==> src/hdl/hhpid_pkg.sv <==
package hhpid_pkg;

  localparam int unsigned HeadW = 32;
  localparam int unsigned DriveW = 16;
  localparam int unsigned GainW = 24;
  localparam int unsigned MaxW = 15;
  localparam int unsigned CfgIdxW = 3;
  localparam int unsigned CfgDataW = 32;
  localparam int unsigned SpeedW = 24;

  localparam logic [CfgIdxW-1:0] RegTarget = 3'd0;
  localparam logic [CfgIdxW-1:0] RegBase = 3'd1;
  localparam logic [CfgIdxW-1:0] RegGainP = 3'd2;
  localparam logic [CfgIdxW-1:0] RegGainI = 3'd3;
  localparam logic [CfgIdxW-1:0] RegGainD = 3'd4;
  localparam logic [CfgIdxW-1:0] RegMax = 3'd5;

  localparam logic [GainW-1:0] GainPReset = 24'd393216;
  localparam logic [GainW-1:0] GainDReset = 24'd1966080;
  localparam logic [MaxW-1:0] MaxReset = 15'd25600;

  typedef enum logic [2:0] {
    S_IDLE,
    S_MUL,
    S_SUM,
    S_LIM,
    S_DIV,
    S_OUT
  } state_t;

  typedef struct packed {
    logic signed [HeadW-1:0] heading;
    logic start_move;
  } in_item_t;

  typedef struct packed {
    logic signed [DriveW-1:0] left_drive;
    logic signed [DriveW-1:0] right_drive;
    logic signed [HeadW-1:0] heading_error;
    logic was_limited;
  } out_item_t;

  typedef struct packed {
    logic [CfgIdxW-1:0] index;
    logic [CfgDataW-1:0] data;
  } cfg_item_t;

endpackage

==> src/hdl/hhpid_if.sv <==
interface hhpid_if #(
  parameter type payload_t = logic
);
  logic valid;
  logic ready;
  payload_t payload;
  modport source (output valid, output payload, input ready);
  modport sink (input valid, input payload, output ready);
endinterface

==> src/hdl/hhpid_div.sv <==
// restoring divider, one quotient bit per cycle
module hhpid_div (
  input  logic clk,
  input  logic rst,
  input  logic start,
  input  logic [hhpid_pkg::SpeedW+hhpid_pkg::MaxW-1:0] dividend,
  input  logic [hhpid_pkg::SpeedW+1:0] divisor,
  output logic done,
  output logic [hhpid_pkg::SpeedW+hhpid_pkg::MaxW-1:0] quotient
);
  import hhpid_pkg::*;
  localparam int unsigned NW = SpeedW + MaxW;
  localparam int unsigned DW = SpeedW + 2;

  logic [NW-1:0] q;
  logic [DW:0] rem;
  logic [DW-1:0] den;
  logic [$clog2(NW+1)-1:0] cnt;
  logic busy;
  logic [DW:0] trial;
  logic [DW:0] shifted;

  assign shifted = {rem[DW-1:0], q[NW-1]};
  assign trial = shifted - {1'b0, den};

  always_ff @(posedge clk) begin
    if (rst) begin
      busy <= 1'b0;
      done <= 1'b0;
      cnt <= '0;
    end else begin
      done <= 1'b0;
      if (start) begin
        busy <= 1'b1;
        cnt <= ($clog2(NW+1))'(NW);
      end else if (busy) begin
        cnt <= cnt - ($clog2(NW+1))'(1);
        if (cnt == ($clog2(NW+1))'(1)) begin
          busy <= 1'b0;
          done <= 1'b1;
        end
      end
    end
  end

  always_ff @(posedge clk) begin
    if (start) begin
      q <= dividend;
      rem <= '0;
      den <= divisor;
    end else if (busy) begin
      if (!trial[DW]) begin
        rem <= trial;
        q <= {q[NW-2:0], 1'b1};
      end else begin
        rem <= shifted;
        q <= {q[NW-2:0], 1'b0};
      end
    end
  end

  assign quotient = q;
endmodule

==> src/hdl/heading_hold_pid_differential_drive_unit.sv <==
// steps: input transfer, bit-serial multiply, sum, limit check, then output; when
//   the outputs are scaled, two serial divisions come before the output
// throughput: one item at a time, the next input transfer only after the last
//   result is loaded; a result still waiting in the output register holds the
//   following item only at its final step
// reset: synchronous rst restores gains, max speed, clears error state
module heading_hold_pid_differential_drive_unit #(
  parameter int unsigned SUM_WIDTH = 40
) (
  input  logic clk,
  input  logic rst,
  hhpid_if.sink   in_ch,
  hhpid_if.source out_ch,
  hhpid_if.sink   cfg
);
  import hhpid_pkg::*;

  localparam int unsigned AW = SUM_WIDTH + GainW + 2;
  localparam int unsigned NW = SpeedW + MaxW;

  logic signed [HeadW-1:0] target_heading;
  logic signed [DriveW-1:0] base_speed;
  logic [GainW-1:0] gain_p, gain_i, gain_d;
  logic [MaxW-1:0] max_speed;

  logic signed [HeadW-1:0] last_error;
  logic signed [SUM_WIDTH-1:0] error_sum;

  state_t state, state_next;
  logic signed [HeadW-1:0] err;
  logic signed [HeadW:0] derr;
  logic signed [SUM_WIDTH-1:0] sum_use;
  logic [GainW-1:0] mp, mi, md;
  logic [4:0] bitcnt;
  logic signed [AW-1:0] acc;
  logic signed [SpeedW-1:0] speed;
  logic signed [SpeedW+1:0] vl, vr;
  logic [SpeedW+1:0] mag_l, mag_r, m;
  logic side;
  logic lim;
  logic div_start, div_done;
  logic [NW-1:0] div_q;
  logic [NW-1:0] dividend;
  logic signed [DriveW-1:0] left_r, right_r;
  out_item_t res;
  logic res_valid;
  logic out_load;

  logic signed [HeadW:0] ediff;
  logic signed [HeadW-1:0] e_in;
  logic signed [AW-1:0] addend;
  logic signed [AW-1:0] fl;

  assign cfg.ready = 1'b1;

  always_ff @(posedge clk) begin
    if (rst) begin
      target_heading <= '0;
      base_speed <= '0;
      gain_p <= GainPReset;
      gain_i <= '0;
      gain_d <= GainDReset;
      max_speed <= MaxReset;
    end else if (cfg.valid) begin
      case (cfg.payload.index)
        RegTarget: target_heading <= cfg.payload.data;
        RegBase: base_speed <= cfg.payload.data[DriveW-1:0];
        RegGainP: gain_p <= cfg.payload.data[GainW-1:0];
        RegGainI: gain_i <= cfg.payload.data[GainW-1:0];
        RegGainD: gain_d <= cfg.payload.data[GainW-1:0];
        RegMax: max_speed <= cfg.payload.data[MaxW-1:0];
        default: ;
      endcase
    end
  end

  assign ediff = {target_heading[HeadW-1], target_heading}
               - {in_ch.payload.heading[HeadW-1], in_ch.payload.heading};
  assign e_in = (ediff[HeadW] != ediff[HeadW-1])
              ? {ediff[HeadW], {(HeadW-1){!ediff[HeadW]}}} : ediff[HeadW-1:0];

  assign in_ch.ready = (state == S_IDLE);
  assign out_load = (state == S_OUT) && (!res_valid || out_ch.ready);

  // shift-and-add, one bit of each gain per cycle, msb first
  always_comb begin
    addend = '0;
    if (mp[GainW-1]) addend = addend + AW'(err);
    if (mi[GainW-1]) addend = addend + AW'(sum_use);
    if (md[GainW-1]) addend = addend + AW'(derr);
  end

  assign fl = acc >>> 16;
  assign mag_l = vl[SpeedW+1] ? -vl : vl;
  assign mag_r = vr[SpeedW+1] ? -vr : vr;
  assign dividend = NW'(side ? mag_r[NW-MaxW-1:0] : mag_l[NW-MaxW-1:0])
                  * NW'(max_speed);
  assign div_start = (state == S_DIV) && (bitcnt == 5'd0);

  hhpid_div u_div (
    .clk(clk), .rst(rst), .start(div_start), .dividend(dividend),
    .divisor(m), .done(div_done), .quotient(div_q)
  );

  always_comb begin
    state_next = state;
    case (state)
      S_IDLE: if (in_ch.valid && in_ch.ready) state_next = S_MUL;
      S_MUL: if (bitcnt == 5'(GainW-1)) state_next = S_SUM;
      S_SUM: state_next = S_LIM;
      S_LIM: state_next = lim ? S_DIV : S_OUT;
      S_DIV: if (div_done && side) state_next = S_OUT;
      S_OUT: if (out_load) state_next = S_IDLE;
      default: state_next = S_IDLE;
    endcase
  end

  always_ff @(posedge clk) begin
    if (rst) state <= S_IDLE;
    else state <= state_next;
  end

  always_ff @(posedge clk) begin
    if (rst) begin
      last_error <= '0;
      error_sum <= '0;
      res_valid <= 1'b0;
      bitcnt <= '0;
      side <= 1'b0;
    end else begin
      if (out_load) res_valid <= 1'b1;
      else if (out_ch.valid && out_ch.ready) res_valid <= 1'b0;
      case (state)
        S_IDLE: if (in_ch.valid && in_ch.ready) begin
          err <= e_in;
          sum_use <= in_ch.payload.start_move ? '0 : error_sum;
          derr <= in_ch.payload.start_move ? '0
                : {e_in[HeadW-1], e_in} - {last_error[HeadW-1], last_error};
          if (in_ch.payload.start_move) last_error <= e_in;
          if (in_ch.payload.start_move) error_sum <= '0;
          mp <= gain_p;
          mi <= gain_i;
          md <= gain_d;
          acc <= '0;
          bitcnt <= '0;
        end
        S_MUL: begin
          acc <= (acc <<< 1) + addend;
          mp <= mp << 1;
          mi <= mi << 1;
          md <= md << 1;
          bitcnt <= bitcnt + 5'd1;
        end
        S_SUM: begin
          speed <= (fl > $signed(AW'(23'h7fffff))) ? SpeedW'(24'h7fffff)
                 : (fl < -$signed(AW'(24'h800000))) ? SpeedW'(24'h800000)
                 : fl[SpeedW-1:0];
          bitcnt <= '0;
          side <= 1'b0;
        end
        S_DIV: begin
          if (div_done && !side) begin
            left_r <= vl[SpeedW+1] ? -DriveW'(div_q) : DriveW'(div_q);
            side <= 1'b1;
            bitcnt <= 5'd0;
          end else begin
            bitcnt <= 5'd1;
            if (div_done) right_r <= vr[SpeedW+1] ? -DriveW'(div_q) : DriveW'(div_q);
          end
        end
        S_OUT: if (out_load) begin
          res.left_drive <= lim ? left_r : vl[DriveW-1:0];
          res.right_drive <= lim ? right_r : vr[DriveW-1:0];
          res.heading_error <= err;
          res.was_limited <= lim;
          last_error <= err;
          if (err == '0 || last_error == '0 || (err[HeadW-1] != last_error[HeadW-1]))
            error_sum <= '0;
          else if (!err[HeadW-1])
            error_sum <= (sum_use > (signed'({1'b0, {(SUM_WIDTH-1){1'b1}}}) - SUM_WIDTH'(err)))
                       ? {1'b0, {(SUM_WIDTH-1){1'b1}}} : sum_use + SUM_WIDTH'(err);
          else
            error_sum <= (sum_use < (signed'({1'b1, {(SUM_WIDTH-1){1'b0}}}) - SUM_WIDTH'(err)))
                       ? {1'b1, {(SUM_WIDTH-1){1'b0}}} : sum_use + SUM_WIDTH'(err);
        end
        default: ;
      endcase
    end
  end

  assign vl = (SpeedW+2)'(base_speed) + (SpeedW+2)'(speed);
  assign vr = (SpeedW+2)'(base_speed) - (SpeedW+2)'(speed);
  assign m = (mag_l > mag_r) ? mag_l : mag_r;
  assign lim = m > (SpeedW+2)'(max_speed);

  assign out_ch.valid = res_valid;
  assign out_ch.payload = res;
endmodule

==> src/flat_wrapper.sv <==
// flat-port wrapper written by rule: the top's interface ports become plain ports
module heading_hold_pid_differential_drive_unit_flat import hhpid_pkg::*;
#(
  parameter int unsigned SUM_WIDTH = 40
)
  (clk, rst, in_ch_valid, in_ch_payload, in_ch_ready, out_ch_valid, out_ch_payload, out_ch_ready, cfg_valid, cfg_payload, cfg_ready);
  hhpid_if #(.payload_t(in_item_t)) in_ch_i ();
  hhpid_if #(.payload_t(out_item_t)) out_ch_i ();
  hhpid_if #(.payload_t(cfg_item_t)) cfg_i ();
  input  logic clk;
  input  logic rst;
  input wire logic [$bits(in_ch_i.valid)-1:0] in_ch_valid;
  input wire logic [$bits(in_ch_i.payload)-1:0] in_ch_payload;
  output wire logic [$bits(in_ch_i.ready)-1:0] in_ch_ready;
  output wire logic [$bits(out_ch_i.valid)-1:0] out_ch_valid;
  output wire logic [$bits(out_ch_i.payload)-1:0] out_ch_payload;
  input wire logic [$bits(out_ch_i.ready)-1:0] out_ch_ready;
  input wire logic [$bits(cfg_i.valid)-1:0] cfg_valid;
  input wire logic [$bits(cfg_i.payload)-1:0] cfg_payload;
  output wire logic [$bits(cfg_i.ready)-1:0] cfg_ready;
  assign in_ch_i.valid = in_ch_valid;
  assign in_ch_i.payload = in_ch_payload;
  assign in_ch_ready = in_ch_i.ready;
  assign out_ch_valid = out_ch_i.valid;
  assign out_ch_payload = out_ch_i.payload;
  assign out_ch_i.ready = out_ch_ready;
  assign cfg_i.valid = cfg_valid;
  assign cfg_i.payload = cfg_payload;
  assign cfg_ready = cfg_i.ready;
  heading_hold_pid_differential_drive_unit #(.SUM_WIDTH(SUM_WIDTH)) u_core (.clk(clk), .rst(rst), .in_ch(in_ch_i), .out_ch(out_ch_i), .cfg(cfg_i));
endmodule
==> config.mk <==
export PLATFORM = sky130hd
export DESIGN_NAME = heading_hold_pid_differential_drive_unit_flat
export DESIGN_NICKNAME = d
export VERILOG_FILES = /design/src/hdl/hhpid_pkg.sv /design/src/hdl/hhpid_if.sv /design/src/hdl/hhpid_div.sv /design/src/hdl/heading_hold_pid_differential_drive_unit.sv /design/src/flat_wrapper.sv
export SDC_FILE = /design/constraint.sdc
export NUM_CORES = 2
export LEC_CHECK = 0
export BUFFER_PORTS_ARGS = -buffer_cell sky130_fd_sc_hd__clkbuf_2
export CAP_MARGIN = 20
export CORE_MARGIN = 2
export CORE_UTILIZATION = 25
export CTS_BUF_LIST = sky130_fd_sc_hd__clkbuf_4 sky130_fd_sc_hd__clkbuf_8
export CTS_CLUSTER_DIAMETER = 150
export DETAILED_ROUTE_END_ITERATION = 6
export PLACE_DENSITY = 0.46
export SYNTH_ARGS = -nofsm -noshare
export SYNTH_HDL_FRONTEND = slang
export SYNTH_SLANG_ARGS = --single-unit
export TNS_END_PERCENT = 30
==> constraint.sdc <==
create_clock -name clk -period 31.7 [get_ports clk]
set_clock_uncertainty 0.2 [all_clocks]
set_input_delay 6.34 -clock clk [delete_from_list [all_inputs] [get_ports clk]]
set_output_delay 6.34 -clock clk [all_outputs]
set_load 0.05 [all_outputs]
After elaboration in Yosys (flattened, before gate mapping)
Index checks and enable logic that the tools add are counted.
{"block": "op_classes", "reduce_logical": 42, "addsub": 16, "mux": 56, "mul": 1, "magnitude_cmp": 6, "eq_ne": 20, "n_bitwise": 3}
{"op": "$mux W40", "count": 7}
{"op": "$mux W66", "count": 4}
{"op": "$pmux W24 S2", "count": 3}
{"op": "$pmux W66 S2", "count": 1}
{"op": "$mux W32", "count": 4}
{"op": "$mux W24", "count": 5}
{"op": "$mux W26", "count": 4}
{"op": "$pmux W40 S2", "count": 1}
{"op": "$sub A40 B32 Y40 const A", "count": 2}
{"op": "$mux W39", "count": 2}
{"op": "$add A66 B33 Y66", "count": 1}
{"op": "$add A66 B40 Y66", "count": 1}
{"op": "$add A66 B66 Y66", "count": 1}
{"op": "$sub A32 B32 Y33", "count": 2}
{"op": "$logic_not A32 Y1", "count": 2}
{"op": "$mux W16", "count": 4}
{"op": "$pmux W32 S2", "count": 1}
{"op": "$neg A25 Y26", "count": 2}
{"op": "$gt A50 B24 Y1 const B", "count": 1}
{"op": "$lt A50 B24 Y1 const B", "count": 1}
{"op": "$add A40 B40 Y40", "count": 1}
{"op": "$gt A40 B40 Y1", "count": 1}
{"op": "$lt A40 B40 Y1", "count": 1}
{"op": "$mul A39 B15 Y39", "count": 1}
{"op": "36 further kinds", "count": 91}
{"block": "totals", "regBits": 680, "wordCells": 177, "inputBits": 73, "output_inout_bits": 68}

Depth between registers and ports, before layout
{"block": "depth", "ltp_word": 8, "mapped_depth": 46}

By module
Synthesis repeated with hierarchy kept, for this count alone.
{"block": "hier_totals", "cells_unflattened": 6966, "area_unflattened_um2": 60772.0}
{"mod": "heading_hold_pid_differential_drive_unit", "instances": 1, "area_each_um2": 55301.8, "cells_each": 6461}
{"mod": "hhpid_div", "instances": 1, "area_each_um2": 5470.2, "cells_each": 505}

Least setup slack after synthesis
No wires, ideal clock.
{"block": "synth_timing", "path_type": "in2reg", "from": "input rst", "to": "register u_core.acc[0] (enable)", "arrival_ps": 13389, "cell_stages": 3, "path_buffers": 2, "setup_slack_ps": 17430, "setup_ps": 681, "path_cell_list": "clkbuf_1 clkbuf_1 a21oi_1"}
{"block": "synth_via", "elab_chain_len": 2}
{"item": "start, declared", "line_no": "flat_wrapper.sv:11", "text": "input logic rst;"}
{"item": "$not A1 Y1 (no source line)"}
{"item": "$reduce_and A3 Y1 (no source line)"}
{"item": "end signal, assigned", "line_no": "heading_hold_pid_differential_drive_unit.sv:148", "text": "acc <= (acc <<< 1) + addend;"}
{"item": "end, declared", "line_no": "heading_hold_pid_differential_drive_unit.sv:35", "text": "logic signed [AW-1:0] acc;"}
Every way passes these cells.
A chain may end at the register's enable or synchronous reset.

Final worst setup path
{"block": "layout_timing", "from": "input in_ch_payload[1]", "to": "register u_core.derr[30], data pin"}
{"block": "layout_via", "elab_chain_len": 4, "word_cells_on_any_way": 5}
{"item": "start, declared", "line_no": "flat_wrapper.sv:13", "text": "input wire logic [$bits(in_ch_i.payload)-1:0] in_ch_payload;"}
{"item": "$sub A32 B32 Y33 *", "line_no": "heading_hold_pid_differential_drive_unit.sv:78", "text": "- {in_ch.payload.heading[HeadW-1], in_ch.payload.heading};"}
{"item": "$ne A1 B1 Y1 / $logic_not A1 Y1 (equally long branches)", "line_no": "heading_hold_pid_differential_drive_unit.sv:79, heading_hold_pid_differential_drive_unit.sv:80"}
{"item": "$mux W32 *", "line_no": "heading_hold_pid_differential_drive_unit.sv:80", "text": "? {ediff[HeadW], {(HeadW-1){!ediff[HeadW]}}} : ediff[HeadW-1:0];"}
{"item": "via u_core.e_in[2]", "line_no": "heading_hold_pid_differential_drive_unit.sv:50", "text": "logic signed [HeadW-1:0] e_in;"}
{"item": "$sub A32 B32 Y33 *", "line_no": "heading_hold_pid_differential_drive_unit.sv:138", "text": ": {e_in[HeadW-1], e_in} - {last_error[HeadW-1], last_error};"}
{"item": "end signal, assigned", "line_no": "heading_hold_pid_differential_drive_unit.sv:137", "text": "derr <= in_ch.payload.start_move ? '0"}
{"item": "end, declared", "line_no": "heading_hold_pid_differential_drive_unit.sv:31", "text": "logic signed [HeadW:0] derr;"}
Mark *: on every way through the listed nets, which the timed path passes. The rest lies on a longest branch.

==> results.md <==
- Status: complete, no violations
- Input/output buffers: 139
- Clock Sinks: 680
- CTS tree: done
- CP Class: input pin to flop
- Netlist Area Pre-Place: 59,900 sq um
- Slew headroom: 27.3%
- Post-CTS resize count: 0
- Yosys reg bits: 680
- Final worst slack: about 17 ns
- Initial core utilization: 25.2%
- DP Wirelength: 147 mm
- Die footprint: ~240,000 sq um
- RePlAce Congestion: 0.889
- Setup TNS: 0 ns
- Worst-margin pin slew: 1.06 ns
- Most used DFF post-synth: edfxtp_1
- Core area: approximately 240,000 sq um
- Fillers: 25,364
- DRT Pass-1 Iters: 6
- Multiplexer share of the synthesized area: 2.18%
- CP startpoint kind: input pin
- Final period utilization: 45.0%
- Leak: 29.1 nW
- Yosys cell types: slightly above 100
- EDFF count, synth: 429
- CP peak stage delay: just under 0.8 ns
- Synth Instances: between 6,000 and 7,000
- Nets@finish: 7,894
- Seq/Total Area, Yosys: 29.9%
- Layout cells sized above 1: 8.40%
- Total number of vias: 48,901
- Routed wl met3: 7.08 mm
- Synth Area in Compound Gates: roughly 17%
- Max Cap Viol: 0
- Rows: roughly 180
- Top sig layer: met5
- Peak supply drop: 31.0 uV
- Final hold violation count: 0
- Main combinational cell family by area after synthesis: adder cells
- Leading area contributor after synthesis: edfxtp_1
- Total grt overflow: 0
- Routed length on met2: 89.1 mm
- Count of final setup violators: 0
- P&R area growth vs syn: 12.2%
- Via density: 4.76
- Vias in the first global route: 48,422
- DRT Wirelength: 193 mm
- Fmax: 70.1 MHz
- GRT Overall Usage: about 16%
- Most common cell after layout, fill and taps aside: nand2_1
- Clk slew on worst S/H paths: about 0.060 ns
- DR iter-0 viols: 2,986
- Worst path required time: 32.05 ns
- Initial antenna violation count: 9
- Simple-Gate Fraction of Synth Area: 18.3%
- Drt wl/cell: about 19 um
- Ports: 141
- H-tree depth: 3
- Top cell type's share of synthesized area: 21.5%
- Max Slew Vio Count: 0
- Worst slack, placed: between 15 and 20 ns
- Largest net degree at the start of global routing: roughly 100
- Adder-Cell Fraction of Synth Area: 21.1%
- Synth async-reset ratio: 0%
- Num CTS Buffers: 119
- Most frequent cells in the layout: nand2_1 (1,091), a21oi_1 (594), inv_1 (588), ha_1 (540), nor2_1 (447)
- Slowest-stage cell, CP: nand2_1
- Minimum clock period: approximately 14 ns
- # Post-CTS Setup Buffers: 0
- Data arrival time of the worst path: around 15 ns
- Setup crit end kind: flop
- Drc violations: 0
- Avg Cell Area, Syn: between 8 and 9 sq um
- Max FO, Critical Path: 19
- Die Wd: about 490 um
- XOR/XNOR share of the synthesized area: 6.27%
- Area contributors post-synth: edfxtp_1 (22%), ha_1 (11%), fa_1 (9.8%), dfxtp_1 (8.4%), nand2_1 (6.8%)
- PD cells: 48.8 nW/um^2
- Die extent in y: 494 um
- Met1 wire length: about 90 mm
- Root Driver: clkbuf_8
- First-pass GRT wire length: 295 mm
- Antenna Nets Post-Route: 0
- Syn. warnings: 0
- CTS max path bufs: 3
- Worst skew pair latency: between 0.9 and 1 ns
- Hold Path Class: flop to flop
- RSZ-0062 raised after global routing: false
- Post-cts hold buffer count: 0
kinds of logic after synthesis:
kind of cell / after synthesis
compound gates: 1601
xor+xnor: 425
fa+ha+maj: 836
buf+inv: 885
flops: 680
mux: 118
other cells: 2
simple gates: 2378
per-layer routing:
| metal | GRT usage [%] | vias up |
|---|---|---|
| met5 | 0 | - |
| met4 | 4.76 | 2 |
| met3 | 1.58 | 248 |
| met2 | 25.7 | 1017 |
| met1 | 21.3 | 23709 |
| li1 | - | 23925 |
per-stage QoR:
| stage | power, mW | utilization (%) | std cells | hold slack [ns] | instance area, sq um |
|---|---|---|---|---|---|
| after floorplan | 2.01 | - | 6927 | 0.208 | 59900 |
| after global placement | 2.33 | 27.0 | 10025 | 0.218 | 64200 |
| after detailed placement | 2.33 | 27.0 | 10028 | 0.226 | 64300 |
| after CTS | 3.33 | 28.2 | 10255 | 0.236 | 67100 |
| after global routing | 3.52 | 28.2 | 10262 | 0.249 | 67200 |
| final | 3.28 | 28.2 | 10266 | 0.233 | 67200 |
layout make-up:
cell class | instances | area [sq um] | area share (%)
Sequential cell | 680 | 17900 | 26.6
Timing Repair Buffer | 233 | 1500 | 2.23
Tap cell | 3167 | 3960 | 5.89
Inverter | 592 | 2220 | 3.31
Multi-Input combinational cell | 5362 | 38800 | 57.7
Antenna cell | 5 | 12.5 | 0.0186
Clock buffer | 183 | 2260 | 3.36
Clock inverter | 44 | 567 | 0.843
flip-flops by register name, summed over array words and instances, names as in the netlist, 24 cells and up:
signal,flops
u_core.speed,24
u_core.u_div.den,26
u_core.derr,33
u_core.err,32
u_core.gain_p,24
u_core.mi,24
u_core.mp,24
u_core.gain_i,24
u_core.sum_use,40
u_core.out_ch.payload,65
u_core.target_heading,32
u_core.u_div.rem,26
u_core.acc,66
u_core.error_sum,40
u_core.last_error,32
u_core.gain_d,24
u_core.u_div.quotient,39
u_core.md,24
power by group:
part           switching (mW)  leakage, nW  total, mW  internal, mW
Sequential             0.0473         6.04       1.04         0.997
Clock                   0.422         1.49      0.964         0.542
Combinational           0.743         21.6       1.27         0.526
critical path, delay by kind of cell:
kind	cells	cell delay (ns)
xor gates and xnor gates	1	0.18
adders and majority gates	3	0.71
buffers and inverters	2	0.15
and+or+nand+nor	7	2.13
AOI/OAI and AO/OA	18	5.07
cells in the mapped netlist, drive strengths merged, types with 9 or more instances:
cell and count:
edfxtp 429, ha 540, and3 38, nor2b 123, o21ai 344, a21o 221
nand3 70, dfxtp 251, a21oi 602, or2 20, o21bai 53, nor2 450
a221o 10, a221oi 35, and2 232, nand4 60, nor4 26, a21boi 16
or3 25, buf 28, a31oi 50, o31a 14, xor2 185, nand2 1091
o2111ai 9, mux2i 64, nand2b 78, o21a 46, o31ai 29, a22oi 9
a211oi 33, o211ai 15, nand3b 17, a31o 11, a2111oi 15, nor3b 15
inv 590, or4 13, clkbuf 265, fa 293, mux2 54, xnor2 239
o311ai 9, nor3 95, o41ai 14
final timing paths:
kind / startpoint / to / slack, ns / cells past startpoint
setup / recovery: in_ch_payload[1] / u_core.derr[30]$_SDFFCE_PP0P_ / 17.44 / 31
hold / removal: u_core.error_sum[34]$_SDFFE_PP0P_ / u_core.error_sum[34]$_SDFFE_PP0P_ / 0.23 / 2
setup reg to reg: u_core.base_speed[15]$_SDFFE_PP0P_ / u_core.u_div.quotient[36]$_DFFE_PP_ / 19.50 / 37
hold reg to reg: u_core.error_sum[34]$_SDFFE_PP0P_ / u_core.error_sum[34]$_SDFFE_PP0P_ / 0.23 / 2
Note: power is estimated with default switching activity, not from simulation.
